<file path="src/hdl/aat_pkg.sv">
// ----------------------------------------------------------------------------
// aat_pkg: shared types and constants of the active alarm table
// Sequencer states, outcome codes, word class codes, the table entry layout
// and parameter defaults.
// ----------------------------------------------------------------------------
package aat_pkg;

  localparam int AAT_ACTIVE_ENTRIES = 16;
  localparam int AAT_TYPE_COUNT     = 16;

  localparam logic [1:0] WC_OTHER    = 2'd0;
  localparam logic [1:0] WC_ACTIVATE = 2'd1;
  localparam logic [1:0] WC_CLEAR    = 2'd2;

  typedef enum logic [1:0] {
    ST_IDLE,
    ST_SCAN,
    ST_FINISH
  } aat_state_t;

  typedef enum logic [2:0] {
    RES_IGNORED   = 3'd0,
    RES_EXEMPT    = 3'd1,
    RES_REFRESHED = 3'd2,
    RES_INSERTED  = 3'd3,
    RES_DROPPED   = 3'd4,
    RES_CLEARED   = 3'd5,
    RES_MISSED    = 3'd6
  } aat_outcome_t;

  typedef struct packed {
    logic [3:0]  etype;
    logic [7:0]  node;
    logic [31:0] since;
  } aat_entry_t;

  localparam int AAT_ENTRY_W = $bits(aat_entry_t);

endpackage

</file>
<file path="src/hdl/aat_ram.sv">
// ----------------------------------------------------------------------------
// aat_ram: generic single-write, single-read RAM
// One write port and one read port with registered read data.
// ----------------------------------------------------------------------------
module aat_ram #(
  parameter int WIDTH = 8,
  parameter int DEPTH = 16,
  localparam int AW = (DEPTH > 1) ? $clog2(DEPTH) : 1
) (
  input  logic             clk,
  input  logic             wr_en,
  input  logic [AW-1:0]    wr_addr,
  input  logic [WIDTH-1:0] wr_data,
  input  logic [AW-1:0]    rd_addr,
  output logic [WIDTH-1:0] rd_data
);

  logic [WIDTH-1:0] mem [DEPTH];
  logic [WIDTH-1:0] rd_data_r;

  always_ff @(posedge clk) begin
    if (wr_en) begin
      mem[wr_addr] <= wr_data;
    end
    rd_data_r <= mem[rd_addr];
  end

  assign rd_data = rd_data_r;

endmodule

</file>
<file path="src/hdl/active_alarm_table_top.sv">
// ----------------------------------------------------------------------------
// active_alarm_table_top: table of active alarms keyed by type and node
// Scans the entry RAM one slot per cycle to find the key and the lowest free
// slot, then refreshes, inserts, clears, drops or misses, and reports one
// result word. Exempt and other words skip the scan and go straight to the
// finish step, which holds while a result waits at the output. A scan ends
// early on a key match. One word is taken at a time (in_ready only in idle),
// but a new word is accepted while the previous result still waits.
// Reset (rst_n low, synchronous) clears used bits, active count, event total,
// exempt mask and output valid at once; the entry RAM needs no clearing pass.
// ----------------------------------------------------------------------------
module active_alarm_table_top #(
  parameter int ACTIVE_ENTRIES = aat_pkg::AAT_ACTIVE_ENTRIES
) (
  input  logic        clk,
  input  logic        rst_n,
  input  logic        in_valid,
  output logic        in_ready,
  input  logic [3:0]  in_event_type,
  input  logic [7:0]  in_node_id,
  input  logic [1:0]  in_word_class,
  input  logic [31:0] in_now_seconds,
  output logic        out_valid,
  input  logic        out_ready,
  output logic [2:0]  out_outcome,
  output logic [3:0]  out_slot_index,
  output logic [31:0] out_active_since,
  output logic [4:0]  out_active_count,
  output logic [31:0] out_event_total,
  input  logic        cfg_wr_en,
  input  logic [15:0] cfg_wr_data
);

  import aat_pkg::*;

  localparam int IDX_W  = (ACTIVE_ENTRIES > 1) ? $clog2(ACTIVE_ENTRIES) : 1;
  localparam int CNT_W  = $clog2(ACTIVE_ENTRIES + 1);
  localparam int SLOT_W = (IDX_W > 4) ? IDX_W : 4;
  localparam int SAT_W  = CNT_W + 5;
  localparam logic [IDX_W-1:0] LAST_IDX  = IDX_W'(ACTIVE_ENTRIES - 1);
  localparam logic [4:0]       TYPE_LIM  = 5'(AAT_TYPE_COUNT);
  localparam logic [SAT_W-1:0] COUNT_MAX = SAT_W'(31);

  aat_state_t state_r, state_nxt;

  logic [15:0]               mask_r, mask_nxt;
  logic [31:0]               total_r, total_nxt;
  logic [ACTIVE_ENTRIES-1:0] used_r, used_nxt;
  logic [CNT_W-1:0]          count_r, count_nxt;

  logic [3:0]  type_r, type_nxt;
  logic [7:0]  node_r, node_nxt;
  logic [1:0]  wc_r, wc_nxt;
  logic [31:0] now_r, now_nxt;
  logic        range_r, range_nxt;
  logic        exempt_r, exempt_nxt;

  logic [IDX_W-1:0] scan_idx_r, scan_idx_nxt;
  logic [IDX_W-1:0] cmp_idx_r, cmp_idx_nxt;
  logic             cmp_valid_r, cmp_valid_nxt;
  logic             hit_r, hit_nxt;
  logic [IDX_W-1:0] hit_idx_r, hit_idx_nxt;
  logic [31:0]      since_r, since_nxt;
  logic             free_r, free_nxt;
  logic [IDX_W-1:0] free_idx_r, free_idx_nxt;

  logic        out_valid_r, out_valid_nxt;
  logic [2:0]  out_outcome_r, out_outcome_nxt;
  logic [3:0]  out_slot_r, out_slot_nxt;
  logic [31:0] out_since_r, out_since_nxt;
  logic [4:0]  out_count_r, out_count_nxt;
  logic [31:0] out_total_r, out_total_nxt;

  logic                   ram_we;
  logic [AAT_ENTRY_W-1:0] ram_wdata;
  logic [AAT_ENTRY_W-1:0] ram_rdata;
  aat_entry_t             rd_entry;
  aat_entry_t             wr_entry;

  assign rd_entry = aat_entry_t'(ram_rdata);
  assign wr_entry = '{etype: type_r, node: node_r, since: now_r};
  assign ram_wdata = AAT_ENTRY_W'(wr_entry);

  aat_ram #(
    .WIDTH (AAT_ENTRY_W),
    .DEPTH (ACTIVE_ENTRIES)
  ) u_entry_ram (
    .clk     (clk),
    .wr_en   (ram_we),
    .wr_addr (free_idx_r),
    .wr_data (ram_wdata),
    .rd_addr (scan_idx_r),
    .rd_data (ram_rdata)
  );

  assign in_ready = (state_r == ST_IDLE);

  always_ff @(posedge clk) begin
    if (!rst_n) begin
      state_r     <= ST_IDLE;
      mask_r      <= '0;
      total_r     <= '0;
      used_r      <= '0;
      count_r     <= '0;
      cmp_valid_r <= 1'b0;
      hit_r       <= 1'b0;
      free_r      <= 1'b0;
      out_valid_r <= 1'b0;
    end else begin
      state_r     <= state_nxt;
      mask_r      <= mask_nxt;
      total_r     <= total_nxt;
      used_r      <= used_nxt;
      count_r     <= count_nxt;
      cmp_valid_r <= cmp_valid_nxt;
      hit_r       <= hit_nxt;
      free_r      <= free_nxt;
      out_valid_r <= out_valid_nxt;
    end
  end

  always_ff @(posedge clk) begin
    type_r        <= type_nxt;
    node_r        <= node_nxt;
    wc_r          <= wc_nxt;
    now_r         <= now_nxt;
    range_r       <= range_nxt;
    exempt_r      <= exempt_nxt;
    scan_idx_r    <= scan_idx_nxt;
    cmp_idx_r     <= cmp_idx_nxt;
    hit_idx_r     <= hit_idx_nxt;
    since_r       <= since_nxt;
    free_idx_r    <= free_idx_nxt;
    out_outcome_r <= out_outcome_nxt;
    out_slot_r    <= out_slot_nxt;
    out_since_r   <= out_since_nxt;
    out_count_r   <= out_count_nxt;
    out_total_r   <= out_total_nxt;
  end

  always_comb begin
    aat_outcome_t     res;
    logic [IDX_W-1:0] slot;
    logic [31:0]      since_o;
    logic [SLOT_W-1:0] slot_ext;
    logic [SAT_W-1:0]  cnt_ext;

    state_nxt       = state_r;
    mask_nxt        = cfg_wr_en ? cfg_wr_data : mask_r;
    total_nxt       = total_r;
    used_nxt        = used_r;
    count_nxt       = count_r;
    type_nxt        = type_r;
    node_nxt        = node_r;
    wc_nxt          = wc_r;
    now_nxt         = now_r;
    range_nxt       = range_r;
    exempt_nxt      = exempt_r;
    scan_idx_nxt    = scan_idx_r;
    cmp_idx_nxt     = cmp_idx_r;
    cmp_valid_nxt   = cmp_valid_r;
    hit_nxt         = hit_r;
    hit_idx_nxt     = hit_idx_r;
    since_nxt       = since_r;
    free_nxt        = free_r;
    free_idx_nxt    = free_idx_r;
    out_valid_nxt   = out_valid_r && !out_ready;
    out_outcome_nxt = out_outcome_r;
    out_slot_nxt    = out_slot_r;
    out_since_nxt   = out_since_r;
    out_count_nxt   = out_count_r;
    out_total_nxt   = out_total_r;
    ram_we          = 1'b0;
    res             = RES_IGNORED;
    slot            = '0;
    since_o         = '0;
    slot_ext        = '0;
    cnt_ext         = '0;

    case (state_r)
      ST_IDLE: begin
        if (in_valid) begin
          type_nxt      = in_event_type;
          node_nxt      = in_node_id;
          wc_nxt        = in_word_class;
          now_nxt       = in_now_seconds;
          range_nxt     = ({1'b0, in_event_type} < TYPE_LIM);
          exempt_nxt    = mask_r[in_event_type];
          scan_idx_nxt  = '0;
          cmp_valid_nxt = 1'b0;
          hit_nxt       = 1'b0;
          free_nxt      = 1'b0;
          if (range_nxt) begin
            total_nxt = total_r + 32'd1;
          end
          if (range_nxt && !exempt_nxt &&
              (in_word_class == WC_ACTIVATE || in_word_class == WC_CLEAR)) begin
            state_nxt = ST_SCAN;
          end else begin
            state_nxt = ST_FINISH;
          end
        end
      end

      ST_SCAN: begin
        // issue the next read while checking the entry read last cycle
        cmp_idx_nxt   = scan_idx_r;
        cmp_valid_nxt = 1'b1;
        if (scan_idx_r != LAST_IDX) begin
          scan_idx_nxt = scan_idx_r + 1'b1;
        end
        if (cmp_valid_r) begin
          if (used_r[cmp_idx_r] && rd_entry.etype == type_r && rd_entry.node == node_r) begin
            hit_nxt     = 1'b1;
            hit_idx_nxt = cmp_idx_r;
            since_nxt   = rd_entry.since;
            state_nxt   = ST_FINISH;
          end else begin
            if (!used_r[cmp_idx_r] && !free_r) begin
              free_nxt     = 1'b1;
              free_idx_nxt = cmp_idx_r;
            end
            if (cmp_idx_r == LAST_IDX) begin
              state_nxt = ST_FINISH;
            end
          end
        end
      end

      ST_FINISH: begin
        // hold until the output register is free
        if (!out_valid_r || out_ready) begin
          if (!range_r) begin
            res = RES_IGNORED;
          end else if (exempt_r) begin
            res = RES_EXEMPT;
          end else if (wc_r == WC_ACTIVATE) begin
            if (hit_r) begin
              res     = RES_REFRESHED;
              slot    = hit_idx_r;
              since_o = since_r;
            end else if (free_r) begin
              res       = RES_INSERTED;
              slot      = free_idx_r;
              since_o   = now_r;
              ram_we    = 1'b1;
              used_nxt[free_idx_r] = 1'b1;
              count_nxt = count_r + 1'b1;
            end else begin
              res = RES_DROPPED;
            end
          end else if (wc_r == WC_CLEAR) begin
            if (hit_r) begin
              res       = RES_CLEARED;
              slot      = hit_idx_r;
              since_o   = since_r;
              used_nxt[hit_idx_r] = 1'b0;
              count_nxt = count_r - 1'b1;
            end else begin
              res = RES_MISSED;
            end
          end else begin
            res = RES_IGNORED;
          end
          slot_ext        = SLOT_W'(slot);
          cnt_ext         = SAT_W'(count_nxt);
          out_valid_nxt   = 1'b1;
          out_outcome_nxt = res;
          out_slot_nxt    = slot_ext[3:0];
          out_since_nxt   = since_o;
          out_count_nxt   = (cnt_ext > COUNT_MAX) ? 5'd31 : cnt_ext[4:0];
          out_total_nxt   = total_r;
          state_nxt       = ST_IDLE;
        end
      end

      default: begin
        state_nxt = ST_IDLE;
      end
    endcase
  end

  assign out_valid        = out_valid_r;
  assign out_outcome      = out_outcome_r;
  assign out_slot_index   = out_slot_r;
  assign out_active_since = out_since_r;
  assign out_active_count = out_count_r;
  assign out_event_total  = out_total_r;

  a_count_matches_used: assert property (
    @(posedge clk) disable iff (!rst_n)
    32'(count_r) == 32'($countones(used_r))
  ) else $error("active count differs from number of used entries");

  a_scan_in_range: assert property (
    @(posedge clk) disable iff (!rst_n)
    (state_r == ST_SCAN) |-> (32'(scan_idx_r) < ACTIVE_ENTRIES)
  ) else $error("scan index beyond table");

  a_total_advances: assert property (
    @(posedge clk) disable iff (!rst_n)
    (in_valid && in_ready && ({1'b0, in_event_type} < TYPE_LIM))
      |=> (total_r == $past(total_r) + 32'd1)
  ) else $error("event total did not advance on a counted word");

  a_table_only_in_finish: assert property (
    @(posedge clk) disable iff (!rst_n)
    (state_r != ST_FINISH) |=> (used_r == $past(used_r))
  ) else $error("used bits changed outside the finish step");

endmodule

</file>
<file path="config.mk">
export PLATFORM = sky130hd
export DESIGN_NAME = active_alarm_table_top
export DESIGN_NICKNAME = d
export VERILOG_FILES = /design/src/hdl/aat_pkg.sv /design/src/hdl/aat_ram.sv /design/src/hdl/active_alarm_table_top.sv
export SDC_FILE = /design/constraint.sdc
export NUM_CORES = 1
export LEC_CHECK = 0
export ABC_AREA = 1
export BUFFER_PORTS_ARGS = -buffer_cell sky130_fd_sc_hd__buf_2
export CORE_MARGIN = 2
export CORE_UTILIZATION = 35
export CTS_CLUSTER_DIAMETER = 30
export DETAILED_ROUTE_END_ITERATION = 16
export SLEW_MARGIN = 20
export SYNTH_ARGS = -nofsm -noshare
export SYNTH_HDL_FRONTEND = slang
export SYNTH_SLANG_ARGS = --single-unit
</file>
<file path="constraint.sdc">
create_clock -name clk -period 8.5 [get_ports clk]
set_input_delay 1.275 -clock clk [delete_from_list [all_inputs] [get_ports clk]]
set_output_delay 1.275 -clock clk [all_outputs]
set_load 0.01 [all_outputs]
</file>
* Word level (Yosys, flattened, before mapping)
Memory sizes are Yosys's and may differ from the RTL's. A register that Yosys moved wholly into a read port is not among the register bits.
Cells that the tools add are included.
** Storage, ports and cells
- Register bits after elaboration :: 246
- RAM bits :: 704
- Bits of input ports :: 67
- Output and inout port bits :: 78
- Logic and storage cells :: 152
- Memories kept :: 1
** Operators by class
- $add $sub $neg :: 4
- Magnitude comparators :: 6
- Equality and inequality tests :: 20
- Muxes and demuxes :: 63
- Bitwise operators :: 5
- Reduce and logical (&&, ||, !) cells :: 28
** Memories
- u_entry_ram.mem :: depth 16, width 44, rd ports 1, clocked after memory_dff 1, write ports 1, RTL line aat_ram.sv:18 : logic [WIDTH-1:0] mem [DEPTH];
** Operators by type and width (number)
- 2-to-1 mux 32 bit :: 5
- 2-to-1 mux 16 bit :: 5
- adder 32 x 1 -> 32 bit, second input constant :: 1
- 2-to-1 mux 5 bit :: 6
- 2-to-1 mux 4 bit :: 7
- < comparator 4 x 5 -> 1 bit, second input constant :: 4
- 2-to-1 mux 1 bit :: 20
- inequality test 2 bit, second input constant :: 9
- bitwise AND 16 bit :: 1
- NOT 16 bit :: 1
- bitwise OR 16 bit :: 1
- 2-to-1 mux 2 bit :: 7
- 2-to-1 mux 3 bit :: 4
- AND reduction 4 bit :: 3
- binary-select mux 1 bit (select 4 bit) :: 2
- demux 1 bit (select 4 bit) :: 2
- equality test 8 bit :: 1
- greater-or-equal comparator 4 x 1 -> 1 bit, second input constant :: 2
- one-hot mux 4 bit (2 select lines) :: 1
- logical AND 1 bit :: 7
- AND reduction 7 bit :: 1
- equality test 2 x 1 -> 1 bit, second input constant :: 3
- equality test 2 bit, second input constant :: 3
- one-hot mux 1 bit (2 select lines) :: 3
- other kinds (16) :: 27

* Logic depth before layout (Yosys ltp)
- Word-level depth :: 9
- Mapped depth :: 14
- Mapped depth without buffers :: 13

* Modules after synthesis
Synthesis repeated with hierarchy kept, for this count alone.
** Unflattened totals
- Cells, all modules :: 3928
- Area total of the unflattened synthesis :: 41259.6 sq um
** By module, submodules not included
- aat_ram :: times used 1, cells each 2903, area each 30942.2 sq um, sequential area each 22021.1 sq um
- active_alarm_table_top :: times used 1, cells each 1025, area each 10317.4 sq um, sequential area each 6636.4 sq um

* Worst setup path after synthesis
Ideal clock, no wire load.
- Path kind :: input port to flip-flop
- From :: input port out_ready
- To :: memory u_entry_ram.mem[5][0] (netlist bit), enable pin
- Setup time :: 0.556 ns
- Arrival :: 7.269 ns
- Setup slack :: 0.675 ns
- Cell stages on the path :: 4
- Cells stage by stage :: nor2_1 > nor2_4 > nand3_1 > nor4_1
** Between the ends
- Cells in the longest elaborated chain, start to end :: 5
** Ends and longest elaborated chain
- from (decl) :: RTL line active_alarm_table_top.sv:24 : input logic out_ready,
- logical OR 1 bit :: RTL line active_alarm_table_top.sv:232 : if (!out_valid_r || out_ready) begin
- 2-to-1 mux 1 bit :: RTL line active_alarm_table_top.sv:232
- 2-to-1 mux 1 bit :: RTL line active_alarm_table_top.sv:180 : case (state_r)
- 2-to-1 mux 1 bit :: RTL line aat_ram.sv:22 : if (wr_en) begin
- 2-to-1 mux 1 bit (not written as such) :: RTL line aat_ram.sv:23 : mem[wr_addr] <= wr_data;
- to (decl) :: RTL line aat_ram.sv:18
Every way passes these cells.

* Worst setup path in the final report
- From :: register wc_r[1]
- To :: memory u_entry_ram.mem[8][38] (netlist bit), enable pin
** Between the ends
- Cells in the longest elaborated chain, start to end :: 7
** Ends and longest elaborated chain
- from (decl) :: RTL line active_alarm_table_top.sv:53 : logic [1:0] wc_r, wc_nxt;
- from (signal assigned) :: RTL line active_alarm_table_top.sv:125 : wc_r <= wc_nxt;
- equality test 2 x 1 -> 1 bit :: RTL line active_alarm_table_top.sv:237 : end else if (wc_r == WC_ACTIVATE) begin
- 2-to-1 mux 1 bit :: RTL line active_alarm_table_top.sv:237
- 2-to-1 mux 1 bit :: RTL line active_alarm_table_top.sv:235 : end else if (exempt_r) begin
- 2-to-1 mux 1 bit :: RTL line active_alarm_table_top.sv:232
- 2-to-1 mux 1 bit :: RTL line active_alarm_table_top.sv:180
- 2-to-1 mux 1 bit :: RTL line aat_ram.sv:22
- 2-to-1 mux 1 bit (not written as such) :: RTL line aat_ram.sv:23
Every way passes these cells.

==> metrics <==
status=completed; Max-cap violations=0; most frequent cell after synthesis=edfxtp_1; Post-synth top flop=edfxtp_1; Final Slew Violations=0; global route overflow=0; Avg Cell Area, Syn=13.4 µm²; Syn Inst Count=between 2000 and 3000; CTS tree=yes; # port buffers=144; initial antenna violation count=6; post-route minimum period=roughly 4.2 ns; CTS H-tree depth=4; WP data arrival=4.62 ns; WL met3=around 5.1 mm; highest layer used for signal routing=met5; CTS Buf Count=around 190; Area contributors post-synth=edfxtp_1, dfxtp_1, nor2_1, o21ai_0, o32ai_1; most used cell, CP=buf_4; post-synth top area share=68.6%; critical path peak fanout=54; CTS sink count=between 900 and 1000; Die Y=~330 µm; Hold WS=0.398 ns; library cells used by synthesis=47; CP endpoint kind=flop; Async SR Flop Fraction=0%; Setup Crit Path Kind=reg -> reg; Initial Utilization=about a third; Fin. Hold Viols=0; hold buffers post-CTS=0; maximum VDD drop=between 0.2 and 0.3 mV; Post-Syn Area=roughly 38000 µm²; total track usage=16.3%; Setup Skew=around 0.043 ns; 1st-iter DRT viols=~2200; PD cells=roughly 350 nW/µm²; Slew headroom=between 7 and 8%; PostCTS Resize Cnt=0; Startpoint Class=flop; Critical Path RT=a little under 9 ns; worst slack at placement=4.19 ns; nets@finish=3142; LEAKAGE=approximately 16 nW; crit-path leading delay family=buffers and inverters; crit-path cells=inv_1 -> ha_2 -> buf_4 -> inv_2 -> nor2_4 -> buf_4 -> nand3_1 -> buf_4 -> nor2_4 -> buf_4; TritonRoute pass-1 iters=7; final wirelength=around 92 mm; worst min path class=reg -> reg; Area growth syn-to-layout=23.3%; Site Rows=roughly 120; Reg-to-Reg End=u_entry_ram.mem[8][38]; first-pass GRT wire length=around 140 mm; fin util=roughly 43%; max frequency=approximately 240 MHz; Post-CTS Setup Repair Bufs=0; hold-critical path depth=0; Die ar.=approximately 110000 µm²; largest net degree at the start of global routing=257; Buf+Inv Stages, Crit Path=6; reg-to-reg slack, setup=approximately 4.3 ns; dpl cell area=40600 µm²; fin crit share=between 40% and 50%; Seq/Total Area, Yosys=74.8%; # setup viols final=0; synth cell count leaders=edfxtp_1, nor2_1, nand2_1; final cell count without fillers=between 4000 and 5000; Core Area=approximately 110000 µm²; latest clock arrival within the worst-skew pair=approximately 0.76 ns; Ys Warns=0; met2 wire len=45.1 mm; I/O pin cnt=approximately 150; DPL Wire Length=around 50 mm; Post-Syn Nets=~2900; cell taking the most area after synthesis=edfxtp_1; worst hold path startpoint=u_entry_ram.rd_data[9]; final worst slack=4.26 ns; Min-Delay Endpoint=since_r[9]; worst slew pin tran=between 1 and 1.5 ns; setup TNS=0 ns; placed insts=4294; layout cells sized above 1=approximately 17%; r2r worst-path depth=10; total power=16.7 mW; DR WL/cell=just under 20 µm; drc violations=0; Placer Congestion=0.843; Finished Cell Area=47200 µm²; RSZ-0062 raised after global routing=false; CTS root buf=clkbuf_16; vias=23700; CP peak stage delay=~0.75 ns; EDFF count, synth=slightly below 900; vias in the first global route=between 20000 and 25000; clk buf depth=3; clk slew on worst S/H paths=~0.050 ns; wl on met1=40.1 mm; Slowest-stage cell, CP=nor2_4; final antenna-violating net count=0; RR Startpoint=wc_r[1]; post-DR vias/cell=approximately 5.1; #FFs+latches synth=~1000; Die Width=~330 µm
state kept, by name (all words and copies together) (netlist names), 4 cells and up:
signal	cells
since_r	32
out_active_since	32
count_r	5
out_slot_index	4
out_active_count	5
out_event_total	32
type_r	4
mask_r	16
free_idx_r	4
used_r	16
hit_idx_r	4
scan_idx_r	4
cmp_idx_r	4
u_entry_ram.mem	704
u_entry_ram.rd_data	44
now_r	32
total_r	32
node_r	8
routing by layer:
layer	up-vias	GRT usage, %
met5	-	0
met4	6	5.72
met3	157	3.02
met2	685	26.8
met1	11700	21.7
li1	11100	-
kinds of logic (layout without fill, tap and decap cells):
group	after synthesis	count (layout)	share of synthesized area (%)
xor+xnor	24	24	0.549
mux	69	69	1.80
buf+inv	286	660	2.95
simple gates	920	920	10.1
other cells	0	3	0
fa+ha+maj	6	6	0.196
flops	994	994	74.8
compound gates	562	562	9.57
report_power, final:
group	internal (mW)	switching [mW]	total, mW	leakage [nW]
sequential	5.88	0.322	6.20	8.92
combinational	0.905	2.02	2.92	3.96
clock	4.96	2.57	7.53	3.16
cell usage in the layout (no fill, tap or decap), types with 24 or more instances in the layout:
master,n
edfxtp_1,875
nor2_1,482
nand2_1,231
o21ai_0,229
clkbuf_16,188
buf_2,144
dfxtp_1,118
inv_1,107
o32ai_1,107
nand3_1,105
a21oi_1,76
mux2i_1,69
o221ai_1,69
o211ai_1,55
buf_4,39
nor3_1,32
clkinv_2,26
bufinv_16,25
clkinv_1,24
cell type report:
| class | count | area (µm²) |
|---|---|---|
| Antenna cell | 3 | 7.51 |
| Clock buffer | 220 | 4940 |
| Clock inverter | 135 | 1640 |
| Fill cell | 9672 | 61500 |
| Inverter | 118 | 453 |
| Multi-Input combinational cell | 1581 | 8640 |
| Sequential cell | 994 | 28700 |
| Tap cell | 1414 | 1770 |
| Timing Repair Buffer | 187 | 1090 |
worst max path at each step:
stage	from	end	slack, ns	cells after the start
detailed placement	out_ready	u_entry_ram.mem[8][34]	4.19	7
CTS	wc_r[1]	u_entry_ram.mem[8][38]	4.24	10
global placement	out_ready	u_entry_ram.mem[12][23]	4.13	7
global route	wc_r[1]	u_entry_ram.mem[8][43]	4.06	10
finish	wc_r[1]	u_entry_ram.mem[8][38]	4.26	10
floorplan	out_ready	u_entry_ram.mem[5][0]	0.68	4
Note: power is estimated with default switching activity, not from simulation.
